<file path="src/rtl/sshll_pkg.sv">
// ----------------------------------------------------------------------------
// sshll_pkg
// Shared types, constants and the sequencer program of the superspreader
// sketch update block.
// ----------------------------------------------------------------------------
package sshll_pkg;

   localparam int KEY_BITS  = 32;
   localparam int LEVEL_W   = 7;
   localparam int CSR_IDX_W = 3;
   localparam int CSR_DAT_W = 64;
   localparam int PC_W      = 7;

   // register indexes of the configuration port
   localparam logic [CSR_IDX_W-1:0] CSR_SEED_MAIN  = 3'd0;
   localparam logic [CSR_IDX_W-1:0] CSR_SEED_ROW4  = 3'd1;
   localparam logic [CSR_IDX_W-1:0] CSR_SEED_ROW5  = 3'd2;
   localparam logic [CSR_IDX_W-1:0] CSR_SEED_ROW6  = 3'd3;
   localparam logic [CSR_IDX_W-1:0] CSR_SEED_ROW7  = 3'd4;

   // hash constants
   localparam logic [63:0] MIX_M  = 64'hc6a4a7935bd1e995;
   localparam logic [63:0] MIX_M8 = MIX_M << 3;
   localparam logic [63:0] MIX_M4 = MIX_M << 2;
   localparam logic [63:0] MM3_C1 = 64'h87c37b91114253d5;
   localparam logic [63:0] MM3_C2 = 64'h4cf5ad432745937f;
   localparam logic [63:0] FMIX_1 = 64'hff51afd7ed558ccd;
   localparam logic [63:0] FMIX_2 = 64'hc4ceb9fe1a85ec53;
   localparam logic [63:0] MM3_LEN = 64'd12;

   // program entry points
   localparam logic [PC_W-1:0] PC_EDGE      = 7'd0;
   localparam logic [PC_W-1:0] PC_EDGE_LAST = 7'd72;
   localparam logic [PC_W-1:0] PC_ROW_LOW   = 7'd73;
   localparam logic [PC_W-1:0] PC_ROW_HIGH  = 7'd79;
   localparam logic [PC_W-1:0] PC_READ      = 7'd94;

   typedef struct packed {
      logic                 operation;
      logic [KEY_BITS-1:0]  src_key;
      logic [KEY_BITS-1:0]  dst_key;
      logic [2:0]           read_row;
      logic [9:0]           read_bucket;
      logic [6:0]           read_reg;
   } req_payload_type;

   typedef struct packed {
      logic [LEVEL_W-1:0]   edge_level;
      logic [LEVEL_W-1:0]   reg_value;
      logic [KEY_BITS-1:0]  cand_key;
      logic [LEVEL_W-1:0]   cand_level;
   } rsp_payload_type;

   typedef enum logic [4:0] {
      OP_NOP, OP_CLEAR, OP_LD_EDGE, OP_LD_K1, OP_LD_SRC, OP_LD_H1,
      OP_MUL_LL, OP_MUL_LH, OP_MUL_HL, OP_XSH47, OP_XSH33, OP_ROTL31,
      OP_ROTL33, OP_XHSEED8, OP_XSEED3, OP_XRSEED4, OP_ST_P, OP_ST_H1,
      OP_ST_H2, OP_ADD_H1, OP_ADD_H2, OP_LVL, OP_SEL_WORD, OP_ROWADDR,
      OP_ADDR1, OP_ADDR2, OP_MEMRD, OP_MEMWR, OP_RDA1, OP_RDCAP
   } dp_op_type;

   typedef enum logic [2:0] {
      CST_M, CST_C1, CST_C2, CST_F1, CST_F2
   } cst_type;

   typedef enum logic [2:0] {
      S_CLEAR, S_IDLE, S_DISPATCH, S_RUN, S_OUT
   } ctrl_state_type;

   typedef struct packed {
      dp_op_type  op;
      cst_type    cst;
      logic       last;
   } rom_entry_type;

   typedef struct packed {
      dp_op_type  op;
      cst_type    cst;
      logic [2:0] row;
      logic       req_load;
      logic       rsp_load;
   } dp_cmd_type;

   typedef struct packed {
      logic clr_last;
      logic is_read;
   } dp_sts_type;

   // multiplier constant select
   function automatic logic [63:0] cst_value(input cst_type c);
      logic [63:0] v;
      unique case (c)
         CST_C1:  v = MM3_C1;
         CST_C2:  v = MM3_C2;
         CST_F1:  v = FMIX_1;
         CST_F2:  v = FMIX_2;
         default: v = MIX_M;
      endcase
      return v;
   endfunction

   // trailing one bits of a byte
   function automatic logic [3:0] trail_ones8(input logic [7:0] b);
      logic [3:0] n;
      logic       stop;
      n    = 4'd0;
      stop = 1'b0;
      for (int i = 0; i < 8; i++) begin
         if (!stop && b[i]) n = n + 4'd1;
         else stop = 1'b1;
      end
      return n;
   endfunction

   // sequencer program: edge hash, source hash, row update, read
   function automatic rom_entry_type prog_rom(input logic [PC_W-1:0] pc);
      rom_entry_type e;
      e.op   = OP_NOP;
      e.cst  = CST_M;
      e.last = 1'b0;
      unique case (pc)
         7'd0:  e.op = OP_LD_EDGE;
         7'd1, 7'd5, 7'd9, 7'd13, 7'd27, 7'd31, 7'd37, 7'd41,
         7'd50, 7'd54, 7'd61, 7'd65, 7'd81, 7'd85: e.op = OP_MUL_LL;
         7'd2, 7'd6, 7'd10, 7'd14, 7'd28, 7'd32, 7'd38, 7'd42,
         7'd51, 7'd55, 7'd62, 7'd66, 7'd82, 7'd86: e.op = OP_MUL_LH;
         7'd3, 7'd7, 7'd11, 7'd15, 7'd29, 7'd33, 7'd39, 7'd43,
         7'd52, 7'd56, 7'd63, 7'd67, 7'd83, 7'd87: e.op = OP_MUL_HL;
         7'd4, 7'd12, 7'd16, 7'd84, 7'd88: e.op = OP_XSH47;
         7'd8:  e.op = OP_XHSEED8;
         7'd17: e.op = OP_ST_P;
         7'd18, 7'd19, 7'd20, 7'd21, 7'd22, 7'd23, 7'd24, 7'd25: e.op = OP_LVL;
         7'd26: e.op = OP_LD_K1;
         7'd30: e.op = OP_ROTL31;
         7'd34, 7'd44: e.op = OP_XSEED3;
         7'd35, 7'd47, 7'd70: e.op = OP_ST_H1;
         7'd36, 7'd79: e.op = OP_LD_SRC;
         7'd40: e.op = OP_ROTL33;
         7'd45, 7'd58: e.op = OP_ST_H2;
         7'd46: e.op = OP_ADD_H1;
         7'd48, 7'd69, 7'd71: e.op = OP_ADD_H2;
         7'd49, 7'd53, 7'd57, 7'd60, 7'd64, 7'd68: e.op = OP_XSH33;
         7'd59: e.op = OP_LD_H1;
         7'd72: begin
            e.op   = OP_ST_H2;
            e.last = 1'b1;
         end
         7'd73: e.op = OP_SEL_WORD;
         7'd74, 7'd89: e.op = OP_ROWADDR;
         7'd75, 7'd90, 7'd95: e.op = OP_ADDR1;
         7'd76, 7'd91, 7'd96: e.op = OP_ADDR2;
         7'd77, 7'd92, 7'd97: e.op = OP_MEMRD;
         7'd78, 7'd93: begin
            e.op   = OP_MEMWR;
            e.last = 1'b1;
         end
         7'd80: e.op = OP_XRSEED4;
         7'd94: e.op = OP_RDA1;
         7'd98: begin
            e.op   = OP_RDCAP;
            e.last = 1'b1;
         end
         default: e.last = 1'b1;
      endcase
      // multiplier constants by program range
      unique case (pc)
         7'd27, 7'd28, 7'd29, 7'd41, 7'd42, 7'd43: e.cst = CST_C1;
         7'd31, 7'd32, 7'd33, 7'd37, 7'd38, 7'd39: e.cst = CST_C2;
         7'd50, 7'd51, 7'd52, 7'd61, 7'd62, 7'd63: e.cst = CST_F1;
         7'd54, 7'd55, 7'd56, 7'd65, 7'd66, 7'd67: e.cst = CST_F2;
         default: e.cst = CST_M;
      endcase
      return e;
   endfunction

endpackage

</file>
<file path="src/rtl/sshll_ctrl.sv">
// ----------------------------------------------------------------------------
// sshll_ctrl
// Sequencer: clearing pass, word accept, program stepping over the rows and
// result hand-off.
// ----------------------------------------------------------------------------
module sshll_ctrl #(
   parameter int ROWS = 4
) (
   input  logic                  clock,
   input  logic                  reset,
   input  logic                  req_valid,
   output logic                  req_stall,
   output logic                  rsp_valid,
   input  logic                  rsp_stall,
   output sshll_pkg::dp_cmd_type cmd,
   input  sshll_pkg::dp_sts_type sts
);
   import sshll_pkg::*;

   ctrl_state_type   state_ff, state_in;
   logic [PC_W-1:0]  pc_ff, pc_in;
   logic [3:0]       row_ff, row_in;
   logic             rsp_valid_ff, rsp_valid_in;
   rom_entry_type    rom;
   logic             out_ok;
   logic [3:0]       row_nxt;

   assign rom     = prog_rom(pc_ff);
   assign out_ok  = !rsp_valid_ff || !rsp_stall;
   assign row_nxt = row_ff + 4'd1;

   // next state
   always_comb begin
      state_in = state_ff;
      pc_in    = pc_ff;
      row_in   = row_ff;
      unique case (state_ff)
         S_CLEAR: if (sts.clr_last) state_in = S_IDLE;
         S_IDLE:  if (req_valid) state_in = S_DISPATCH;
         S_DISPATCH: begin
            state_in = S_RUN;
            pc_in    = sts.is_read ? PC_READ : PC_EDGE;
         end
         S_RUN: begin
            if (!rom.last) begin
               pc_in = pc_ff + PC_W'(1);
            end else if (sts.is_read) begin
               state_in = S_OUT;
            end else if (pc_ff == PC_EDGE_LAST) begin
               row_in = 4'd0;
               pc_in  = PC_ROW_LOW;
            end else if (row_nxt == 4'(ROWS)) begin
               state_in = S_OUT;
            end else begin
               row_in = row_nxt;
               pc_in  = (row_nxt < 4'd4) ? PC_ROW_LOW : PC_ROW_HIGH;
            end
         end
         S_OUT:   if (out_ok) state_in = S_IDLE;
         default: state_in = S_CLEAR;
      endcase
   end

   // command outputs
   always_comb begin
      cmd.op       = OP_NOP;
      cmd.cst      = rom.cst;
      cmd.row      = row_ff[2:0];
      cmd.req_load = 1'b0;
      cmd.rsp_load = 1'b0;
      unique case (state_ff)
         S_CLEAR: cmd.op       = OP_CLEAR;
         S_IDLE:  cmd.req_load = req_valid;
         S_RUN:   cmd.op       = rom.op;
         S_OUT:   cmd.rsp_load = out_ok;
         default: ;
      endcase
   end

   // result valid
   always_comb begin
      if (cmd.rsp_load)    rsp_valid_in = 1'b1;
      else if (!rsp_stall) rsp_valid_in = 1'b0;
      else                 rsp_valid_in = rsp_valid_ff;
   end

   always_ff @(posedge clock) begin
      if (reset) begin
         state_ff     <= S_CLEAR;
         pc_ff        <= '0;
         row_ff       <= '0;
         rsp_valid_ff <= 1'b0;
      end else begin
         state_ff     <= state_in;
         pc_ff        <= pc_in;
         row_ff       <= row_in;
         rsp_valid_ff <= rsp_valid_in;
      end
   end

   assign req_stall = (state_ff != S_IDLE);
   assign rsp_valid = rsp_valid_ff;

   // checks
   a_rsp_from_out: assert property (@(posedge clock) disable iff (reset)
      $rose(rsp_valid_ff) |-> $past(state_ff) == S_OUT)
      else $error("result raised outside hand-off");

   a_clear_done: assert property (@(posedge clock) disable iff (reset)
      (state_ff == S_CLEAR && sts.clr_last) |=> state_ff == S_IDLE)
      else $error("clearing pass did not finish");

   a_row_range: assert property (@(posedge clock) disable iff (reset)
      state_ff == S_RUN |-> row_ff < 4'(ROWS))
      else $error("row counter out of range");

endmodule

</file>
<file path="config.mk">
export PLATFORM = sky130hd
export DESIGN_NAME = sshll_ctrl
export DESIGN_NICKNAME = d
export VERILOG_FILES = /design/src/rtl/sshll_pkg.sv /design/src/rtl/sshll_ctrl.sv
export SDC_FILE = /design/constraint.sdc
export NUM_CORES = 1
export LEC_CHECK = 0
export BUFFER_PORTS_ARGS = -buffer_cell sky130_fd_sc_hd__buf_2
export CELL_PAD_IN_SITES_DETAIL_PLACEMENT = 0
export CELL_PAD_IN_SITES_GLOBAL_PLACEMENT = 1
export CORE_MARGIN = 4
export CORE_UTILIZATION = 48
export CTS_CLUSTER_DIAMETER = 40
export CTS_CLUSTER_SIZE = 20
export DETAILED_ROUTE_END_ITERATION = 6
export PLACE_DENSITY_LB_ADDON = 0.3
export RECOVER_POWER = 100
export SYNTH_ARGS = -nofsm -noshare
export SYNTH_HDL_FRONTEND = slang
export SYNTH_SLANG_ARGS = --single-unit
</file>
<file path="constraint.sdc">
create_clock -name clock -period 8.79 [get_ports clock]
set_clock_uncertainty 0.05 [all_clocks]
set_input_delay 1.758 -clock clock [delete_from_list [all_inputs] [get_ports clock]]
set_output_delay 1.758 -clock clock [all_outputs]
set_load 0.01 [all_outputs]
</file>
==> metrics.md <==
| Metric | Value |
|---|---|
| Slowest CP cell | dfxtp_1 |
| Layout Nets | between 300 and 400 |
| Critical Path Sink Type | primary output |
| Synthesized Nets | approximately 360 |
| Capture point of the worst reg-to-reg path | pc_ff[3]$_SDFFE_PP0P_ |
| Clock transition at path regs | roughly 0.060 ns |
| Number of global-route vias before repair | between 2k and 2.5k |
| Clk Latency, worst-skew pair | about 0.25 ns |
| Root buf cell | clkbuf_8 |
| Simple-gate area share of the yosys netlist | 38.5% |
| Die area | ~6400 µm² |
| Hold_ws | around 0.48 ns |
| Endpoints failing hold | 0 |
| Row Count | 25 |
| Hold Buf Count CTS | 0 |
| Flop2flop setup slack | 4.51 ns |
| CP bufs+invs | 1 |
| Global placement routability congestion | roughly 1 |
| Unique cell type count in the Yosys netlist | 79 |
| Setup violations, final | 0 |
| Starting Density | roughly half |
| Critical path launch point type | flip-flop |
| Cell family with most CP delay | simple AND/OR/NAND/NOR gates |
| Crit path cell chain | nor2b_1 -> nor3_1 -> o21ai_0 -> nand4_1 -> nor3_1 -> nand3_1 -> o21ai_0 -> o32ai_1 -> clkbuf_1 |
| WHS Endpoint | rsp_valid$_SDFFE_PP0P_ |
| Max IR drop VDD | roughly 88 µV |
| Crit path max fanout | 32 |
| 1st-pass router iterations | 5 |
| Grt ovf | 0 |
| Layout area overhead | -1.87% |
| GRT Util Overall | between 20% and 30% |
| Place WS | 3.94 ns |
| Mapped cell area | between 2000 and 2500 µm² |
| Post-Syn Area per Cell | around 7 µm² |
| # clock sinks | 15 |
| Worst slew pin tran | approximately 1.2 ns |
| DIE HEIGHT | about 80 µm |
| FF-to-FF Start | pc_ff[3]$_SDFFE_PP0P_ |
| Total CTS buffers | 3 |
| Max-Cap Viols | 0 |
| Synth Area in XOR/XNOR | less than 1% |
| Dominant cells by area after synthesis | dfxtp_1, nand2_1, a21oi_1 |
| Crit-path max cell delay | 1.01 ns |
| Resize count post-CTS | 0 |
| Initial antenna violation count | 0 |
| Worst hold path type | flip-flop to flip-flop |
| CTS tree | built |
| Placed inst area | approximately 2400 µm² |
| Via count | between 2k and 3k |
| Synth Area in Adders | 3.04% |
| Antenna diodes | 0 |
| PnR worst setup slack | ~3.4 ns |
| FILL cells | roughly 530 |
| Status | finished clean |
| Largest family of logic cells by synthesized area | simple AND/OR/NAND/NOR gates |
| WL per Instance | roughly 19 µm |
| DRC Markers | 0 |
| Post-DP HPWL | about 5500 µm |
| Largest net degree at the start of global routing | 46 |
| Unrepaired setup endpoints after global routing | false |
| Antenna-violating nets left | 0 |
| Leak | ~0.84 nW |
| Fraction of registers with async set/reset | 0% |
| Sequential share of the synthesized area | roughly 12% |
| Vias per cell | 6.64 |
| Main synth FF type | dfxtp_1 |
| Synthesized instance count | about 350 |
| Ratio of cells with drive above 1 in the final layout | 9.36% |
| Slew Limit Fails | 0 |
| FF-to-FF path depth | 9 |
| PwrDens | 98.2 nW/µm² |
| Period Utilization, post-route | between 60% and 70% |
| Mux share of post-synthesis cell area | 3.44% |
| Setup tns final | 0 ns |
| Storage cell area | ~300 µm² |
| Req. time, crit path | between 6 and 7 ns |
| Setup bufs post-CTS | 0 |
| Worst endpoint data arrival time | around 3.6 ns |
| Fmax | ~180 MHz |
| Minimum clock period | 5.42 ns |
| CTS HTree Levels | 1 |
| Synth top area share | 12.1% |
| Max transition margin | 19.0% |
| Yosys reg bits | 15 |
| Die X | about 80 µm |
| I/O pins | 21 |
| Max Root-Sink Buffers | 2 |
| Final wirelength | ~7800 µm |
| Yosys top cell by area | dfxtp_1 |
| 1st-iter DRT viols | approximately 430 |
| First-pass GRT wire length | approximately 13,000 µm |
| Complex-gate fraction of the synthesized area | 30.5% |
| WS Path Type | flip-flop to primary output |
| Hold path start | rsp_valid$_SDFFE_PP0P_ |
| Multi-input gate area | 1840 µm² |
| IO Port Bufs | 20 |
| Post-synth EDFFs | 0 |
| Cell area after layout | 2430 µm² |
| WHS Path Cells | 2 |
| Syn. warnings | 0 |
| Core area | a little under 5000 µm² |
-- layout by cell type (no fill, tap or decap), types with 3 or more instances in the layout --
cell type   n
o21a_1      5
or2_2       3
clkbuf_1   17
nand2b_1   12
buf_4       4
a21boi_0    3
ha_1        6
o31ai_1     3
clkbuf_8    3
o32ai_1     7
mux2i_1     7
nor2b_1    10
nor4_1      5
o21ai_1     3
nand2_1    35
o22ai_1     5
nor2_1     32
inv_1       9
nand3_1    20
nand4b_1    3
dfxtp_1    15
buf_2       5
and2_1      4
nand4_1     5
a31oi_1     5
a311oi_1    3
nor4b_1     3
and3_1      3
a21oi_1    25
nor3_1     13
o21ai_0    12
-- per-stage QoR --
step	std cells	util, %	power (mW)
after global routing	409	50.0	0.252
after global placement	405	50.5	0.186
after floorplan	351	-	0.164
final	409	50.0	0.238
after CTS	409	51.4	0.243
after detailed placement	405	50.5	0.184
-- tightest hold or removal path, stage by stage, from the launching register on --
cell and delay, ns:
dfxtp_1 0.32, nand2_1 0.10, a21oi_1 0.07
-- state kept, by name, indices dropped and copies added (netlist names) --
| signal | flops |
|---|---|
| pc_ff | 7 |
| row_ff | 4 |
| rsp_valid | 1 |
| state_ff | 3 |
-- how the worst max path moves through the flow --
stage	startpoint	endpoint	slack, ns	cells after the start
after floorplan	pc_ff[0]$_SDFFE_PP0P_	cmd[8]	4.58	11
after global placement	pc_ff[3]$_SDFFE_PP0P_	cmd[8]	4.04	9
after detailed placement	pc_ff[3]$_SDFFE_PP0P_	cmd[8]	3.94	9
after CTS	pc_ff[3]$_SDFFE_PP0P_	cmd[8]	3.66	9
after global routing	pc_ff[3]$_SDFFE_PP0P_	cmd[8]	3.09	9
final	pc_ff[3]$_SDFFE_PP0P_	cmd[8]	3.37	9
-- synthesized netlist by cell type (4+ instances only) --
master	count
nand2b_1	12
nor2_1	32
o21a_1	5
buf_4	10
o21ai_1	5
a21oi_1	25
mux2i_1	7
nor2b_1	10
o21ai_0	10
ha_1	6
a31oi_1	5
dfxtp_1	15
o22ai_1	5
nand4_1	4
buf_6	7
clkbuf_1	9
nand3_1	20
and2_1	4
buf_2	11
o32ai_1	7
nor4_1	5
nor3_1	13
inv_1	9
nand2_1	35
-- routing by layer --
layer | track usage [%] | vias to the layer above | share of wire (%)
met1 | 37.1 | 1245 | 45
met5 | 0 | - | 0
met4 | 5.24 | 0 | 1.8
met3 | 4.51 | 16 | 10
met2 | 36.8 | 166 | 43
li1 | - | 1290 | -
-- logic make-up (layout without fill, tap and decap cells) --
group | count (synthesis) | count (layout)
AND/OR/NAND/NOR | 168 | 168
multiplexers | 8 | 8
XOR/XNOR | 2 | 2
buffers and inverters | 49 | 40
flip-flops | 15 | 15
adder cells (fa/ha/maj) | 6 | 6
AO/OA/AOI/OAI | 103 | 103
-- layout make-up --
cell class                      instances  area share (%)
Tap cell                               67            3.46
Sequential cell                        15            12.4
Inverter                               11            1.70
Timing Repair Buffer                   25            4.74
Clock buffer                            4            1.86
Multi-Input combinational cell        287            75.9
-- power by group --
part	switching, mW	internal (mW)	total [mW]	leakage (nW)
sequential	0.00588	0.0707	0.0766	0.122
combinational	0.0675	0.0364	0.104	0.697
clock	0.0257	0.0322	0.0579	0.0228
total	0.0991	0.139	0.238	0.842
Note: power is estimated with default switching activity, not from simulation.
